File: config.mk
export PLATFORM = sky130hd
export DESIGN_NAME = imu_packet_stream_parser_core_flat
export DESIGN_NICKNAME = d
export VERILOG_FILES = /design/src/rtl/ipsp_pkg.sv /design/src/rtl/ipsp_in_if.sv /design/src/rtl/ipsp_out_if.sv /design/src/rtl/ipsp_front.sv /design/src/rtl/ipsp_queue.sv /design/src/rtl/ipsp_back.sv /design/src/rtl/imu_packet_stream_parser_core.sv /design/src/flat_wrapper.sv
export SDC_FILE = /design/constraint.sdc
export NUM_CORES = 1
export LEC_CHECK = 0
export ABC_CLOCK_PERIOD_IN_PS = 4800
export CAP_MARGIN = 30
export CORE_MARGIN = 10
export CORE_UTILIZATION = 55
export CTS_CLUSTER_DIAMETER = 50
export CTS_CLUSTER_SIZE = 20
export DETAILED_ROUTE_END_ITERATION = 8
export DONT_BUFFER_PORTS = 1
export GPL_TIMING_DRIVEN = 0
export PLACE_DENSITY = 0.76
export SYNTH_ARGS = -nofsm -noshare
export SYNTH_HDL_FRONTEND = slang
export SYNTH_HIERARCHICAL = 1
export SYNTH_SLANG_ARGS = --single-unit
File: constraint.sdc
create_clock -name i_clk -period 4.8 [get_ports i_clk]
set_input_delay 0.48 -clock i_clk [delete_from_list [all_inputs] [get_ports i_clk]]
set_output_delay 0.48 -clock i_clk [all_outputs]
set_load 0.03 [all_outputs]
File: src/rtl/ipsp_pkg.sv
// ----------------------------------------------------------------------------
// ipsp_pkg: shared types and constants of the IMU packet stream parser
// Holds register codes, reset values, group byte codes, quantity codes and
// the result and queue status types used between the parser parts.
// ----------------------------------------------------------------------------
package ipsp_pkg;

    // configuration port
    localparam int CFG_IDX_W  = 3;
    localparam int CFG_DATA_W = 16;

    localparam logic [CFG_IDX_W-1:0] CFG_QUAT_ID   = 3'd0;
    localparam logic [CFG_IDX_W-1:0] CFG_ACCEL_ID  = 3'd1;
    localparam logic [CFG_IDX_W-1:0] CFG_MAG_ID    = 3'd2;
    localparam logic [CFG_IDX_W-1:0] CFG_ROT_ID    = 3'd3;
    localparam logic [CFG_IDX_W-1:0] CFG_DV_ID     = 3'd4;
    localparam logic [CFG_IDX_W-1:0] CFG_DATA_MID  = 3'd5;
    localparam logic [CFG_IDX_W-1:0] CFG_DATA2_MID = 3'd6;

    // register reset values
    localparam logic [15:0] RST_QUAT_ID   = 16'h2010;
    localparam logic [15:0] RST_ACCEL_ID  = 16'h4020;
    localparam logic [15:0] RST_MAG_ID    = 16'hC020;
    localparam logic [15:0] RST_ROT_ID    = 16'h8020;
    localparam logic [15:0] RST_DV_ID     = 16'h4010;
    localparam logic [7:0]  RST_DATA_MID  = 8'h32;
    localparam logic [7:0]  RST_DATA2_MID = 8'h36;

    // packet id match mask and group bytes
    localparam logic [15:0] ID_MASK  = 16'hFFF0;
    localparam logic [7:0]  GRP_10   = 8'h10;
    localparam logic [7:0]  GRP_20   = 8'h20;
    localparam logic [7:0]  GRP_40   = 8'h40;
    localparam logic [7:0]  GRP_80   = 8'h80;
    localparam logic [7:0]  GRP_C0   = 8'hC0;
    localparam logic [7:0]  GRP_E0   = 8'hE0;

    // quantity codes
    localparam logic [2:0] KIND_QUAT  = 3'd0;
    localparam logic [2:0] KIND_ACCEL = 3'd1;
    localparam logic [2:0] KIND_MAG   = 3'd2;
    localparam logic [2:0] KIND_ROT   = 3'd3;
    localparam logic [2:0] KIND_DV    = 3'd4;
    localparam logic [2:0] KIND_NONE  = 3'd7;

    // words per vector
    localparam logic [5:0] WORDS_QUAT = 6'd4;
    localparam logic [5:0] WORDS_VEC  = 6'd3;

    // result queue between parser and output stage (power of two)
    localparam int QUEUE_DEPTH = 4;
    localparam int QUEUE_PTR_W = $clog2(QUEUE_DEPTH);
    localparam int QUEUE_CNT_W = $clog2(QUEUE_DEPTH + 1);

    typedef struct packed {
        logic [2:0]  quantity;
        logic [1:0]  component;
        logic [31:0] word_value;
    } t_result;

    typedef struct packed {
        logic    valid;
        t_result item;
    } t_push;

    typedef struct packed {
        logic empty;
        logic full;
    } t_q_stat;

    function automatic logic is_group(input logic [7:0] b);
        return (b == GRP_10) || (b == GRP_20) || (b == GRP_40) ||
               (b == GRP_80) || (b == GRP_C0) || (b == GRP_E0);
    endfunction

    // decrement, holding at zero
    function automatic logic [7:0] sat_dec(input logic [7:0] v);
        return (v == 8'd0) ? 8'd0 : v - 8'd1;
    endfunction

endpackage

File: src/rtl/ipsp_in_if.sv
// ----------------------------------------------------------------------------
// ipsp_in_if: byte input channel
// Carries one buffer byte per beat, the buffer length and the last-byte flag.
// ----------------------------------------------------------------------------
interface ipsp_in_if;
    logic       valid;
    logic       ready;
    logic [7:0] data_byte;
    logic [7:0] frame_length;
    logic       end_of_buffer;

    modport source (output valid, data_byte, frame_length, end_of_buffer, input ready);
    modport sink   (input valid, data_byte, frame_length, end_of_buffer, output ready);
endinterface

File: src/rtl/ipsp_out_if.sv
// ----------------------------------------------------------------------------
// ipsp_out_if: result output channel
// Carries one measurement word per beat with its quantity and component.
// ----------------------------------------------------------------------------
interface ipsp_out_if;
    logic        valid;
    logic        ready;
    logic [2:0]  quantity;
    logic [1:0]  component;
    logic [31:0] word_value;

    modport source (output valid, quantity, component, word_value, input ready);
    modport sink   (input valid, quantity, component, word_value, output ready);
endinterface

File: src/rtl/ipsp_front.sv
// ----------------------------------------------------------------------------
// ipsp_front: byte classifier and packet parser
// Holds the configuration registers, walks the buffer structure one byte per
// beat and pushes each complete matched payload word into the result queue.
// ----------------------------------------------------------------------------
module ipsp_front (
    input  logic                            i_clk,
    input  logic                            i_rst_n,
    input  logic                            i_cfg_we,
    input  logic [ipsp_pkg::CFG_IDX_W-1:0]  i_cfg_idx,
    input  logic [ipsp_pkg::CFG_DATA_W-1:0] i_cfg_data,
    ipsp_in_if.sink                         i_in,
    input  ipsp_pkg::t_q_stat               i_q_stat,
    output ipsp_pkg::t_push                 o_push
);
    import ipsp_pkg::*;

    typedef enum logic [2:0] {
        PH_HEAD, PH_MSGLEN, PH_IDLO, PH_PLEN, PH_BODY, PH_STOP
    } t_phase;

    logic [15:0] r_quat_id, r_accel_id, r_mag_id, r_rot_id, r_dv_id;
    logic [7:0]  r_data_mid, r_data2_mid;

    t_phase      r_phase, n_phase;
    logic [7:0]  r_bytes_left, n_bytes_left;
    logic [7:0]  r_id_hi, n_id_hi;
    logic [7:0]  r_payload_left, n_payload_left;
    logic [7:0]  r_payload_index, n_payload_index;
    logic [23:0] r_word_bytes, n_word_bytes;
    logic [2:0]  r_kind, n_kind;
    logic        r_at_start, n_at_start;

    logic        w_accept;
    t_phase      w_phase;
    logic [7:0]  w_left;
    logic [15:0] w_id_masked;
    logic [2:0]  w_match;
    logic [5:0]  w_nwords;
    logic        w_emit;

    // take a byte whenever the queue has room for its possible result
    assign i_in.ready = !i_q_stat.full;
    assign w_accept   = i_in.valid && !i_q_stat.full;

    // first byte of a buffer restarts the walk with the new count
    assign w_phase = r_at_start ? PH_HEAD : r_phase;
    assign w_left  = r_at_start ? i_in.frame_length : r_bytes_left;

    // match the masked id, lowest quantity first
    assign w_id_masked = {r_id_hi, i_in.data_byte} & ID_MASK;
    always_comb begin
        if (w_id_masked == r_quat_id) begin
            w_match = KIND_QUAT;
        end else if (w_id_masked == r_accel_id) begin
            w_match = KIND_ACCEL;
        end else if (w_id_masked == r_mag_id) begin
            w_match = KIND_MAG;
        end else if (w_id_masked == r_rot_id) begin
            w_match = KIND_ROT;
        end else if (w_id_masked == r_dv_id) begin
            w_match = KIND_DV;
        end else begin
            w_match = KIND_NONE;
        end
    end

    // emit on the last byte of a complete word inside the vector
    assign w_nwords = (r_kind == KIND_QUAT) ? WORDS_QUAT : WORDS_VEC;
    assign w_emit   = w_accept && (w_phase == PH_BODY) && (r_payload_index[1:0] == 2'd3) &&
                      (r_kind != KIND_NONE) && (r_payload_index[7:2] < w_nwords);

    assign o_push.valid                = w_emit;
    assign o_push.item.quantity        = r_kind;
    assign o_push.item.component       = r_payload_index[3:2];
    assign o_push.item.word_value      = {r_word_bytes, i_in.data_byte};

    // next parse state
    always_comb begin
        n_phase         = r_phase;
        n_bytes_left    = r_bytes_left;
        n_id_hi         = r_id_hi;
        n_payload_left  = r_payload_left;
        n_payload_index = r_payload_index;
        n_word_bytes    = r_word_bytes;
        n_kind          = r_kind;
        n_at_start      = r_at_start;
        if (w_accept) begin
            n_at_start   = 1'b0;
            n_phase      = w_phase;
            n_bytes_left = w_left;
            unique case (w_phase)
                PH_HEAD: begin
                    if (w_left < 8'd2) begin
                        n_phase = PH_STOP;
                    end else if (is_group(i_in.data_byte)) begin
                        n_id_hi      = i_in.data_byte;
                        n_bytes_left = sat_dec(w_left);
                        n_phase      = PH_IDLO;
                    end else if (i_in.data_byte == r_data_mid ||
                                 i_in.data_byte == r_data2_mid) begin
                        n_bytes_left = sat_dec(w_left);
                        n_phase      = PH_MSGLEN;
                    end else begin
                        n_phase = PH_STOP;
                    end
                end
                PH_MSGLEN: begin
                    n_bytes_left = i_in.data_byte;
                    n_phase      = PH_HEAD;
                end
                PH_IDLO: begin
                    n_kind       = w_match;
                    n_bytes_left = sat_dec(w_left);
                    n_phase      = PH_PLEN;
                end
                PH_PLEN: begin
                    n_bytes_left    = sat_dec(w_left);
                    n_payload_left  = i_in.data_byte;
                    n_payload_index = 8'd0;
                    n_word_bytes    = 24'd0;
                    n_phase         = (i_in.data_byte == 8'd0) ? PH_HEAD : PH_BODY;
                end
                PH_BODY: begin
                    n_bytes_left    = sat_dec(w_left);
                    n_word_bytes    = (r_payload_index[1:0] == 2'd3) ? 24'd0 :
                                      {r_word_bytes[15:0], i_in.data_byte};
                    n_payload_index = r_payload_index + 8'd1;
                    n_payload_left  = r_payload_left - 8'd1;
                    if (r_payload_left == 8'd1) begin
                        n_phase = PH_HEAD;
                    end
                end
                default: begin
                    n_phase = PH_STOP;
                end
            endcase
            // drop all parse state after the last byte of a buffer
            if (i_in.end_of_buffer) begin
                n_phase         = PH_HEAD;
                n_bytes_left    = 8'd0;
                n_id_hi         = 8'd0;
                n_payload_left  = 8'd0;
                n_payload_index = 8'd0;
                n_word_bytes    = 24'd0;
                n_kind          = KIND_NONE;
                n_at_start      = 1'b1;
            end
        end
    end

    // hold configuration registers
    always_ff @(posedge i_clk) begin
        if (!i_rst_n) begin
            r_quat_id   <= RST_QUAT_ID;
            r_accel_id  <= RST_ACCEL_ID;
            r_mag_id    <= RST_MAG_ID;
            r_rot_id    <= RST_ROT_ID;
            r_dv_id     <= RST_DV_ID;
            r_data_mid  <= RST_DATA_MID;
            r_data2_mid <= RST_DATA2_MID;
        end else if (i_cfg_we) begin
            unique case (i_cfg_idx)
                CFG_QUAT_ID:   r_quat_id   <= i_cfg_data;
                CFG_ACCEL_ID:  r_accel_id  <= i_cfg_data;
                CFG_MAG_ID:    r_mag_id    <= i_cfg_data;
                CFG_ROT_ID:    r_rot_id    <= i_cfg_data;
                CFG_DV_ID:     r_dv_id     <= i_cfg_data;
                CFG_DATA_MID:  r_data_mid  <= i_cfg_data[7:0];
                CFG_DATA2_MID: r_data2_mid <= i_cfg_data[7:0];
                default: begin
                end
            endcase
        end
    end

    // hold parse state
    always_ff @(posedge i_clk) begin
        if (!i_rst_n) begin
            r_phase         <= PH_HEAD;
            r_bytes_left    <= 8'd0;
            r_id_hi         <= 8'd0;
            r_payload_left  <= 8'd0;
            r_payload_index <= 8'd0;
            r_word_bytes    <= 24'd0;
            r_kind          <= KIND_NONE;
            r_at_start      <= 1'b1;
        end else begin
            r_phase         <= n_phase;
            r_bytes_left    <= n_bytes_left;
            r_id_hi         <= n_id_hi;
            r_payload_left  <= n_payload_left;
            r_payload_index <= n_payload_index;
            r_word_bytes    <= n_word_bytes;
            r_kind          <= n_kind;
            r_at_start      <= n_at_start;
        end
    end

    // results come only from payload bytes of a matched packet
    a_emit_in_body: assert property (@(posedge i_clk) disable iff (!i_rst_n)
        o_push.valid |-> (r_phase == PH_BODY && !r_at_start && r_kind != KIND_NONE))
        else $error("result pushed outside a matched payload");

    // the last byte of a buffer rearms the count load
    a_last_rearms: assert property (@(posedge i_clk) disable iff (!i_rst_n)
        (w_accept && i_in.end_of_buffer) |=> (r_at_start && r_phase == PH_HEAD))
        else $error("parser did not return to start after last byte");

    // a byte is never taken while the queue is full
    a_no_push_full: assert property (@(posedge i_clk) disable iff (!i_rst_n)
        i_q_stat.full |-> !o_push.valid)
        else $error("push into a full queue");

endmodule

File: src/rtl/ipsp_queue.sv
// ----------------------------------------------------------------------------
// ipsp_queue: result queue between parser and output stage
// Small register FIFO so the parser and the output stage stall independently.
// ----------------------------------------------------------------------------
module ipsp_queue (
    input  logic              i_clk,
    input  logic              i_rst_n,
    input  ipsp_pkg::t_push   i_push,
    input  logic              i_pop,
    output ipsp_pkg::t_result o_head,
    output ipsp_pkg::t_q_stat o_stat
);
    import ipsp_pkg::*;

    t_result                r_mem [QUEUE_DEPTH];
    logic [QUEUE_PTR_W-1:0] r_wr_ptr, r_rd_ptr;
    logic [QUEUE_CNT_W-1:0] r_count;
    logic                   w_push, w_pop;

    assign o_stat.empty = (r_count == '0);
    assign o_stat.full  = (r_count == QUEUE_CNT_W'(QUEUE_DEPTH));
    assign w_push       = i_push.valid && !o_stat.full;
    assign w_pop        = i_pop && !o_stat.empty;
    assign o_head       = r_mem[r_rd_ptr];

    // store pushed entries
    always_ff @(posedge i_clk) begin
        if (w_push) begin
            r_mem[r_wr_ptr] <= i_push.item;
        end
    end

    // advance pointers and count
    always_ff @(posedge i_clk) begin
        if (!i_rst_n) begin
            r_wr_ptr <= '0;
            r_rd_ptr <= '0;
            r_count  <= '0;
        end else begin
            if (w_push) begin
                r_wr_ptr <= r_wr_ptr + 1'b1;
            end
            if (w_pop) begin
                r_rd_ptr <= r_rd_ptr + 1'b1;
            end
            case ({w_push, w_pop})
                2'b10:   r_count <= r_count + 1'b1;
                2'b01:   r_count <= r_count - 1'b1;
                default: r_count <= r_count;
            endcase
        end
    end

    a_count_bound: assert property (@(posedge i_clk) disable iff (!i_rst_n)
        r_count <= QUEUE_CNT_W'(QUEUE_DEPTH))
        else $error("queue count beyond depth");

    a_pop_nonempty: assert property (@(posedge i_clk) disable iff (!i_rst_n)
        i_pop |-> !o_stat.empty)
        else $error("pop from an empty queue");

    a_ptr_track: assert property (@(posedge i_clk) disable iff (!i_rst_n)
        (r_count == '0 || r_count == QUEUE_CNT_W'(QUEUE_DEPTH)) |-> (r_wr_ptr == r_rd_ptr))
        else $error("queue pointers disagree with count");

endmodule

File: src/rtl/ipsp_back.sv
// ----------------------------------------------------------------------------
// ipsp_back: output stage
// Holds one result in an output register and refills it from the queue on the
// beat it is taken, so one result can leave every cycle while the queue is not empty.
// ----------------------------------------------------------------------------
module ipsp_back (
    input  logic              i_clk,
    input  logic              i_rst_n,
    input  ipsp_pkg::t_result i_head,
    input  ipsp_pkg::t_q_stat i_q_stat,
    output logic              o_pop,
    ipsp_out_if.source        o_out
);
    import ipsp_pkg::*;

    logic    r_valid;
    t_result r_item;

    // load when the register is empty or being emptied this cycle
    assign o_pop = !i_q_stat.empty && (!r_valid || o_out.ready);

    always_ff @(posedge i_clk) begin
        if (!i_rst_n) begin
            r_valid <= 1'b0;
        end else if (!r_valid || o_out.ready) begin
            r_valid <= !i_q_stat.empty;
        end
    end

    always_ff @(posedge i_clk) begin
        if (o_pop) begin
            r_item <= i_head;
        end
    end

    assign o_out.valid      = r_valid;
    assign o_out.quantity   = r_item.quantity;
    assign o_out.component  = r_item.component;
    assign o_out.word_value = r_item.word_value;

    // a pending queue entry reaches the register once it frees up
    a_refill: assert property (@(posedge i_clk) disable iff (!i_rst_n)
        (!i_q_stat.empty && !r_valid) |=> r_valid)
        else $error("output register not refilled from queue");

endmodule

File: src/rtl/imu_packet_stream_parser_core.sv
// ----------------------------------------------------------------------------
// imu_packet_stream_parser_core: IMU measurement buffer parser
// Usage:
//   i_in_bus takes one buffer byte per beat; frame_length is sampled on the
//   first byte of a buffer and end_of_buffer flags its last byte, after which
//   the next byte starts a new buffer.
//   o_out_bus gives one 32-bit measurement word per beat with its quantity
//   and component, in buffer order.
//   The configuration port (i_cfg_we, i_cfg_idx, i_cfg_data) writes the five
//   packet ids and two message ids; write only while the block is idle.
// Timing:
//   One byte is accepted every cycle while the result queue has room. A
//   result goes to o_out_bus through the queue and the output register:
//   the parser pushes it into a four-entry queue at the accepting edge and
//   the output register loads it from the queue once the register is free.
//   One result can leave per cycle.
// Reset and stall:
//   Synchronous reset restores the register defaults, empties the queue and
//   arms the parser for a new buffer. When the receiver stalls, results wait
//   in the output register and the queue; input bytes keep flowing until the
//   queue fills, then i_in_bus.ready drops.
// ----------------------------------------------------------------------------
module imu_packet_stream_parser_core (
    input  logic                            i_clk,
    input  logic                            i_rst_n,
    input  logic                            i_cfg_we,
    input  logic [ipsp_pkg::CFG_IDX_W-1:0]  i_cfg_idx,
    input  logic [ipsp_pkg::CFG_DATA_W-1:0] i_cfg_data,
    ipsp_in_if.sink                         i_in_bus,
    ipsp_out_if.source                      o_out_bus
);
    import ipsp_pkg::*;

    t_push   w_push;
    t_result w_head;
    t_q_stat w_q_stat;
    logic    w_pop;

    ipsp_front u_front (
        .i_clk      (i_clk),
        .i_rst_n    (i_rst_n),
        .i_cfg_we   (i_cfg_we),
        .i_cfg_idx  (i_cfg_idx),
        .i_cfg_data (i_cfg_data),
        .i_in       (i_in_bus),
        .i_q_stat   (w_q_stat),
        .o_push     (w_push)
    );

    ipsp_queue u_queue (
        .i_clk   (i_clk),
        .i_rst_n (i_rst_n),
        .i_push  (w_push),
        .i_pop   (w_pop),
        .o_head  (w_head),
        .o_stat  (w_q_stat)
    );

    ipsp_back u_back (
        .i_clk    (i_clk),
        .i_rst_n  (i_rst_n),
        .i_head   (w_head),
        .i_q_stat (w_q_stat),
        .o_pop    (w_pop),
        .o_out    (o_out_bus)
    );

endmodule

File: src/flat_wrapper.sv
// flat-port wrapper written by rule: the top's interface ports become plain ports
module imu_packet_stream_parser_core_flat import ipsp_pkg::*;
  (i_clk, i_rst_n, i_cfg_we, i_cfg_idx, i_cfg_data, i_in_bus_valid, i_in_bus_data_byte, i_in_bus_frame_length, i_in_bus_end_of_buffer, i_in_bus_ready, o_out_bus_valid, o_out_bus_quantity, o_out_bus_component, o_out_bus_word_value, o_out_bus_ready);
  ipsp_in_if i_in_bus_i ();
  ipsp_out_if o_out_bus_i ();
  input  logic i_clk;
  input  logic i_rst_n;
  input  logic i_cfg_we;
  input  logic [ipsp_pkg::CFG_IDX_W-1:0] i_cfg_idx;
  input  logic [ipsp_pkg::CFG_DATA_W-1:0] i_cfg_data;
  input wire logic [$bits(i_in_bus_i.valid)-1:0] i_in_bus_valid;
  input wire logic [$bits(i_in_bus_i.data_byte)-1:0] i_in_bus_data_byte;
  input wire logic [$bits(i_in_bus_i.frame_length)-1:0] i_in_bus_frame_length;
  input wire logic [$bits(i_in_bus_i.end_of_buffer)-1:0] i_in_bus_end_of_buffer;
  output wire logic [$bits(i_in_bus_i.ready)-1:0] i_in_bus_ready;
  output wire logic [$bits(o_out_bus_i.valid)-1:0] o_out_bus_valid;
  output wire logic [$bits(o_out_bus_i.quantity)-1:0] o_out_bus_quantity;
  output wire logic [$bits(o_out_bus_i.component)-1:0] o_out_bus_component;
  output wire logic [$bits(o_out_bus_i.word_value)-1:0] o_out_bus_word_value;
  input wire logic [$bits(o_out_bus_i.ready)-1:0] o_out_bus_ready;
  assign i_in_bus_i.valid = i_in_bus_valid;
  assign i_in_bus_i.data_byte = i_in_bus_data_byte;
  assign i_in_bus_i.frame_length = i_in_bus_frame_length;
  assign i_in_bus_i.end_of_buffer = i_in_bus_end_of_buffer;
  assign i_in_bus_ready = i_in_bus_i.ready;
  assign o_out_bus_valid = o_out_bus_i.valid;
  assign o_out_bus_quantity = o_out_bus_i.quantity;
  assign o_out_bus_component = o_out_bus_i.component;
  assign o_out_bus_word_value = o_out_bus_i.word_value;
  assign o_out_bus_i.ready = o_out_bus_ready;
  imu_packet_stream_parser_core u_core (.i_clk(i_clk), .i_rst_n(i_rst_n), .i_cfg_we(i_cfg_we), .i_cfg_idx(i_cfg_idx), .i_cfg_data(i_cfg_data), .i_in_bus(i_in_bus_i), .o_out_bus(o_out_bus_i));
endmodule
==> results of run 1 <==
cell families after synthesis:
group                    synth area share (%)
buffers and inverters                    3.24
multiplexers                             6.30
XOR/XNOR                                 5.30
adder cells (fa/ha/maj)                  1.14
flip-flops                               60.1
AO/OA/AOI/OAI                            9.42
AND/OR/NAND/NOR                          14.5
cell usage after synthesis, types with 4 or more instances:
| master | count | share of area, % |
|---|---|---|
| a21boi_0 | 5 | 0.25 |
| or3_1 | 9 | 0.38 |
| a31oi_1 | 5 | 0.21 |
| dfxtp_1 | 169 | 23 |
| nor3_1 | 14 | 0.47 |
| a21o_1 | 7 | 0.35 |
| a211oi_1 | 6 | 0.30 |
| clkbuf_1 | 52 | 1.3 |
| inv_1 | 13 | 0.33 |
| nor2_1 | 41 | 1.0 |
| and3_1 | 8 | 0.34 |
| nand2_1 | 263 | 6.6 |
| and2_1 | 12 | 0.50 |
| or3b_1 | 4 | 0.24 |
| o211ai_1 | 4 | 0.20 |
| mux4_2 | 37 | 5.6 |
| buf_4 | 11 | 0.55 |
| edfxtp_1 | 185 | 37 |
| a21oi_1 | 134 | 4.5 |
| a221oi_1 | 4 | 0.24 |
| xor2_1 | 26 | 1.5 |
| nand2b_1 | 9 | 0.38 |
| xnor2_1 | 64 | 3.8 |
| o21ai_1 | 5 | 0.17 |
| nand4_1 | 18 | 0.76 |
| nand3_1 | 53 | 1.8 |
| mux2i_1 | 7 | 0.47 |
| ha_1 | 12 | 1.0 |
| nor2b_1 | 11 | 0.46 |
| nor4_1 | 13 | 0.55 |
| buf_2 | 13 | 0.44 |
| o21a_1 | 4 | 0.20 |
| o21ai_0 | 21 | 0.71 |
sequential cells by signal, indices dropped and copies added, names as in the netlist, 8 cells and up, named ones only:
| name | cells |
|---|---|
| u_core/u_front/r_accel_id | 16 |
| u_core/u_front/r_rot_id | 16 |
| u_core/u_front/r_bytes_left | 8 |
| u_core/u_front/r_data_mid | 8 |
| u_core/u_front/r_dv_id | 16 |
| u_core/u_front/r_id_hi | 8 |
| u_core/u_front/r_quat_id | 16 |
| u_core/u_front/r_mag_id | 16 |
| u_core/u_front/r_payload_index | 8 |
| u_core/u_queue/r_mem | 148 |
| u_core/u_front/r_payload_left | 8 |
| u_core/u_front/r_data2_mid | 8 |
| u_core/u_front/r_word_bytes | 24 |
| u_core/u_back/o_out.word_value | 32 |
per-layer routing:
| layer | routed length (um) | vias to the layer above | global-route usage [%] |
|---|---|---|---|
| li1 | - | 4767 | - |
| met4 | 970 | 0 | 6.49 |
| met2 | 16600 | 350 | 33.7 |
| met5 | 0 | - | 0 |
| met1 | 14800 | 4915 | 26.3 |
| met3 | 2460 | 68 | 3.66 |
report_power, final:
group          switching [W]  internal (W)  total, W
Sequential         0.0000206       0.00318   0.00320
Combinational       0.000173     0.0000949  0.000268
Clock                0.00122       0.00126   0.00248
Total                0.00142       0.00454   0.00595
final timing paths:
| kind | startpoint | endpoint | slack, ns | depth (start not counted) |
|---|---|---|---|---|
| min | i_cfg_data[14] | u_core/u_front/r_dv_id[14]$_SDFFE_PN1P_ | 0.02 | 2 |
| max reg2reg | u_core/u_queue/r_count[2]$_SDFFE_PN0P_ | u_core/u_queue/r_mem[0][25]$_DFFE_PP_ | 1.20 | 11 |
| max | u_core/u_queue/r_count[2]$_SDFFE_PN0P_ | u_core/u_queue/r_mem[0][25]$_DFFE_PP_ | 1.20 | 11 |
| min reg2reg | u_core/u_front/r_rot_id[1]$_SDFFE_PN0P_ | u_core/u_front/r_rot_id[1]$_SDFFE_PN0P_ | 0.46 | 2 |
final cells by class:
cell class | instances | area, sq um | share of cell area (%)
Inverter | 14 | 52.6 | 0.319
Timing Repair Buffer | 5 | 100 | 0.608
Clock buffer | 35 | 790 | 4.79
Clock inverter | 21 | 260 | 1.58
Tap cell | 341 | 427 | 2.59
Buffer | 84 | 430 | 2.61
Multi-Input combinational cell | 854 | 5480 | 33.2
Sequential cell | 354 | 8940 | 54.3
per-stage QoR:
step	worst slack (ns)	hold WS [ns]	area, sq um	total power (W)
floorplan	0.862	0.431	14900	0.00346
global placement	0.197	0.439	15300	0.00353
detailed placement	1.26	0.446	15400	0.00353
CTS	1.22	0.00831	16500	0.00600
global route	0.950	0.0160	16500	0.00615
finish	1.20	0.0245	16500	0.00595
==> impl_metrics.toml, run 1 <==
[run_status]
status = "completed"

[placed_design]
dpl.hpwl_mm = 24.0
io_buffers = 0
place_congestion = 0.929
dp.cells = 1652

[routing]
wl_mm = 34.9
wl_per_cell_um = 20.4
firstDrtPassIters = 5
viasPerCell = 5.91
ant_nets = 0
first_iter_violations = 1006
num_vias = 10100
drcViolationCount = 0

[worst_setup_path]
critical_path_class = "reg -> reg"
worstSetupEndpointType = "flop"
required_ns = 5.08
cp_max_fo = 22
path_delay_family = "simple AND/OR/NAND/NOR gates"
critical_path.cell_chain = "nor3b_2 > nor2b_1 > clkbuf_1 > nand3b_1 > nor4_1 > and3_1 > buf_4 > nor2b_1 > buf_2 > and2_2 > buf_12"
arrival_ns = 3.88
path_buf_inv = 4
cp-start-kind = "flop"
crit_top_cell = "nor2b_1"
max_stage_delay_ns = 0.62
crit_path_top_delay_cell = "clkbuf_1"

[yosys]
avgSynthCellArea_sq_um = 11.4
seq_area_frac_synth_pct = 60.1
ys_warn_count = 6
ys_types = 75
syn_area_sq_um = 14900
synth_edf_count = 185
synth_cells = 1306
synth_fp_nets = 1360
ys.flop_type = "edfxtp_1"
ys_ff_latch = 354
synthArstFlopShare_pct = 0

[sta]
slew_viol_final = 0
rsz0062_at_grt = "no"
worst_pin_slew_ns = 0.956
setup_viol = 0
period_share_pct = 75.1
layout_min_cycle_time_ns = 3.60
fmax_ghz = 0.277
tns_ns = 0
slew_headroom_pct = 36.1
skew_ns = 0.0166
finalHoldViolCount = 0

[cts]
cts_tree = "done"
cts_resized = 0
cts_made_buffers = 30
clock_path_buffers = 3
post-cts-setup-buffers = 0
root_buffer = "clkbuf_16"
clk_pin_slew_ns = 0.08
cts_hold_buf = 0
htreeDepth = 1
cts_sinks = 354
insertion_delay_ns = 0.58

[floorplanning]
rows = 60
die_h_um = 185
start_util_pct = 55.5
dieArea_sq_um = 34000
core-area_sq_um = 26800
io_pins = 80
dieWidth_um = 185

[final_layout]
fillerInstances = 2101
final_common_cell = "nand2_1"
drive_above_1_share_pct = 10.8
utilization_pct = 61.5
area_growth_pct = 10.7
final_cell_mix = "nand2_1, edfxtp_1, dfxtp_1"
layout.cells.non_filler = 1708
fin_nets = 1397
antenna_cells = 0

[power_and_ir_drop]
p_leak_nw = 5.48
irDropWorstVdd_uv = 244
p_per_area_nw_per_um2 = 361

[global_route]
grt_pass1_wl_mm = 54.5
grt_use_total_pct = 20.3
grt_start_max_net_pins = 37
antenna_found_initial = 0
grt_pass1_vias = 9960
overflow = 0

[worst_hold_path]
min_path_type = "in -> reg"

[job]
maxCapViolCount = 0
No activity file was read; power rests on OpenSTA's default activity.
==> run 2: changes to the inputs <==
--- a/config.mk
+++ b/config.mk
@@ -5,7 +5,7 @@
 export SDC_FILE = /design/constraint.sdc
 export NUM_CORES = 1
 export LEC_CHECK = 0
-export ABC_CLOCK_PERIOD_IN_PS = 4800
+export ABC_CLOCK_PERIOD_IN_PS = 3400
 export CAP_MARGIN = 30
 export CORE_MARGIN = 10
 export CORE_UTILIZATION = 55
==> constraint.sdc (replaced) <==
create_clock -name i_clk -period 3.4 [get_ports i_clk]
set_input_delay 0.34 -clock i_clk [delete_from_list [all_inputs] [get_ports i_clk]]
set_output_delay 0.34 -clock i_clk [all_outputs]
set_load 0.03 [all_outputs]
==> impl_metrics.toml, run 2 (synthesis results as in run 1) <==
[run_status]
status = "completed"

[sta]
finalHoldViolCount = 0
setup_viol = 0
worst_pin_slew_ns = 0.947
period_share_pct = 92.4
slew_viol_final = 0
rsz0062_at_grt = "no"
skew_ns = 0.0327
slew_headroom_pct = 36.4
fmax_ghz = 0.318
setup_slack_ns = 0.260
layout_min_cycle_time_ns = 3.14

[final_layout]
final_common_cell = "nand2_1"
design_area_sq_um = 16900
layout.cells.non_filler = 1733
final_cell_mix = "nand2_1, edfxtp_1, dfxtp_1"
utilization_pct = 63.0
regMostFlops = "u_core/u_queue/r_mem"
largest_register_ffs = 148
fin_nets = 1419
area_growth_pct = 13.5
drive_above_1_share_pct = 11.0
fillerInstances = 1984

[cts]
clock_path_buffers = 3
cts_made_buffers = 34
cts_sinks = 354
insertion_delay_ns = 0.52
post-cts-setup-buffers = 0
htreeDepth = 2
clk_pin_slew_ns = 0.08
cts_tree = "done"
root_buffer = "clkbuf_16"

[worst_setup_path]
crit_path_top_delay_cell = "dfxtp_1"
critical_path_class = "reg -> reg"
required_ns = 3.85
path_delay_family = "adder cells"
critical_path.cell_chain = "or3_1 > inv_1 > ha_1 > o21a_1 > o21ai_0 > and3_1 > buf_4 > nor2b_1 > buf_2 > inv_2 > ha_1 > inv_1 > fa_1 > xor2_1 > or3_1 > a21boi_1"
max_stage_delay_ns = 0.55
cp_max_fo = 7
cp-start-kind = "flop"
worstSetupEndpointType = "flop"
arrival_ns = 3.60
path_buf_inv = 5

[global_route]
antenna_found_initial = 3
grt_use_total_pct = 20.3
overflow = 0
grt_pass1_vias = 9779
grt_pass1_wl_mm = 54.5
grt_start_max_net_pins = 37

[floorplanning]
dieWidth_um = 185
die_h_um = 185
io_pins = 80
dieArea_sq_um = 34000
start_util_pct = 55.5
rows = 60
core-area_sq_um = 26800

[routing]
viasPerCell = 5.93
ant_nets = 0
first_iter_violations = 966
num_vias = 10300
wl_per_cell_um = 20.1
wl_mm = 34.8
firstDrtPassIters = 5
drcViolationCount = 0

[power_and_ir_drop]
internal_power_w = 0.00717
clkPwrFrac_pct = 45.8
irDropWorstVdd_uv = 317
combPwrFrac_pct = 4.6
p_switching_w = 0.00195
p_leak_nw = 5.66
seqPwrFrac_pct = 49.6
finalPower_w = 0.00912
p_sw_share_pct = 21.4
p_per_area_nw_per_um2 = 540

[placed_design]
io_buffers = 0
dpl.hpwl_mm = 23.5
place_congestion = 0.917
dp.cells = 1652
place_area_sq_um = 15400
dp_slack_ns = -0.0561

[job]
maxCapViolCount = 0

[worst_hold_path]
min_path_type = "in -> reg"
==> run 2: stage by stage <==
step,hold slack [ns],TNS (ns)
final,0.0163,0
after global routing,0.00303,0
after CTS,0.000546,0
after detailed placement,0.449,-0.103
after global placement,0.441,-140.56
after floorplan,0.431,0
==> run 2: what timing repair did <==
item	CTS	global route
gates resized for setup	1	4
pin swaps	0	0
hold endpoints to repair	98	0
endpoints found under the setup margin	2	2
hold buffers	18	0
==> run 2: path summary, 6_finish.rpt <==
kind	startpoint	to	slack [ns]	cells past startpoint
hold reg to reg	u_core/u_front/r_accel_id[1]$_SDFFE_PN0P_	u_core/u_front/r_accel_id[1]$_SDFFE_PN0P_	0.46	2
setup reg to reg	u_core/u_front/r_kind[0]$_SDFFE_PN1P_	u_core/u_queue/r_count[2]$_SDFFE_PN0P_	0.26	16
setup / recovery	u_core/u_front/r_kind[0]$_SDFFE_PN1P_	u_core/u_queue/r_count[2]$_SDFFE_PN0P_	0.26	16
hold / removal	i_in_bus_data_byte[2]	u_core/u_queue/r_mem[2][2]$_DFFE_PP_	0.02	1
==> run 2: area by class of cell <==
type	instances	area (sq um)	share of cell area, %
multi-input cells	854	5480	32.5
clock inverters	19	335	1.99
flip-flops and latches	354	8940	52.9
well taps	341	427	2.53
clock buffers	42	932	5.52
diodes	2	5.00	0.0296
inverters	14	52.6	0.311
plain buffers	84	434	2.57
repair buffers	23	280	1.66
==> run 2: routing by layer <==
| metal | wire length (um) | track usage [%] |
|---|---|---|
| met1 | 14600 | 26.0 |
| met2 | 16700 | 33.7 |
| met3 | 2630 | 4.02 |
| met4 | 929 | 6.78 |
| met5 | 13 | 0 |
==> run 2: worst reg2reg max path, delay by kind of cell, from the launching register on <==
kind,cells,cell delay [ns]
AOI/OAI and AO/OA,3,0.30
xor gates and xnor gates,1,0.16
adders and majority gates,3,0.81
buffers and inverters,5,0.46
DFF,1,0.55
and+or+nand+nor,4,0.78
==> run 2: power by group through the flow <==
stage / sequential (W) / combinational, W / clock [W]
2_1_floorplan: 0.00461 / 0.000277 / 0
3_3_place_gp: 0.00461 / 0.000365 / 0
3_5_place_dp: 0.00461 / 0.000368 / 0
4_1_cts: 0.00452 / 0.000411 / 0.00425
5_1_grt: 0.00452 / 0.000454 / 0.00441
6_report: 0.00452 / 0.000420 / 0.00418
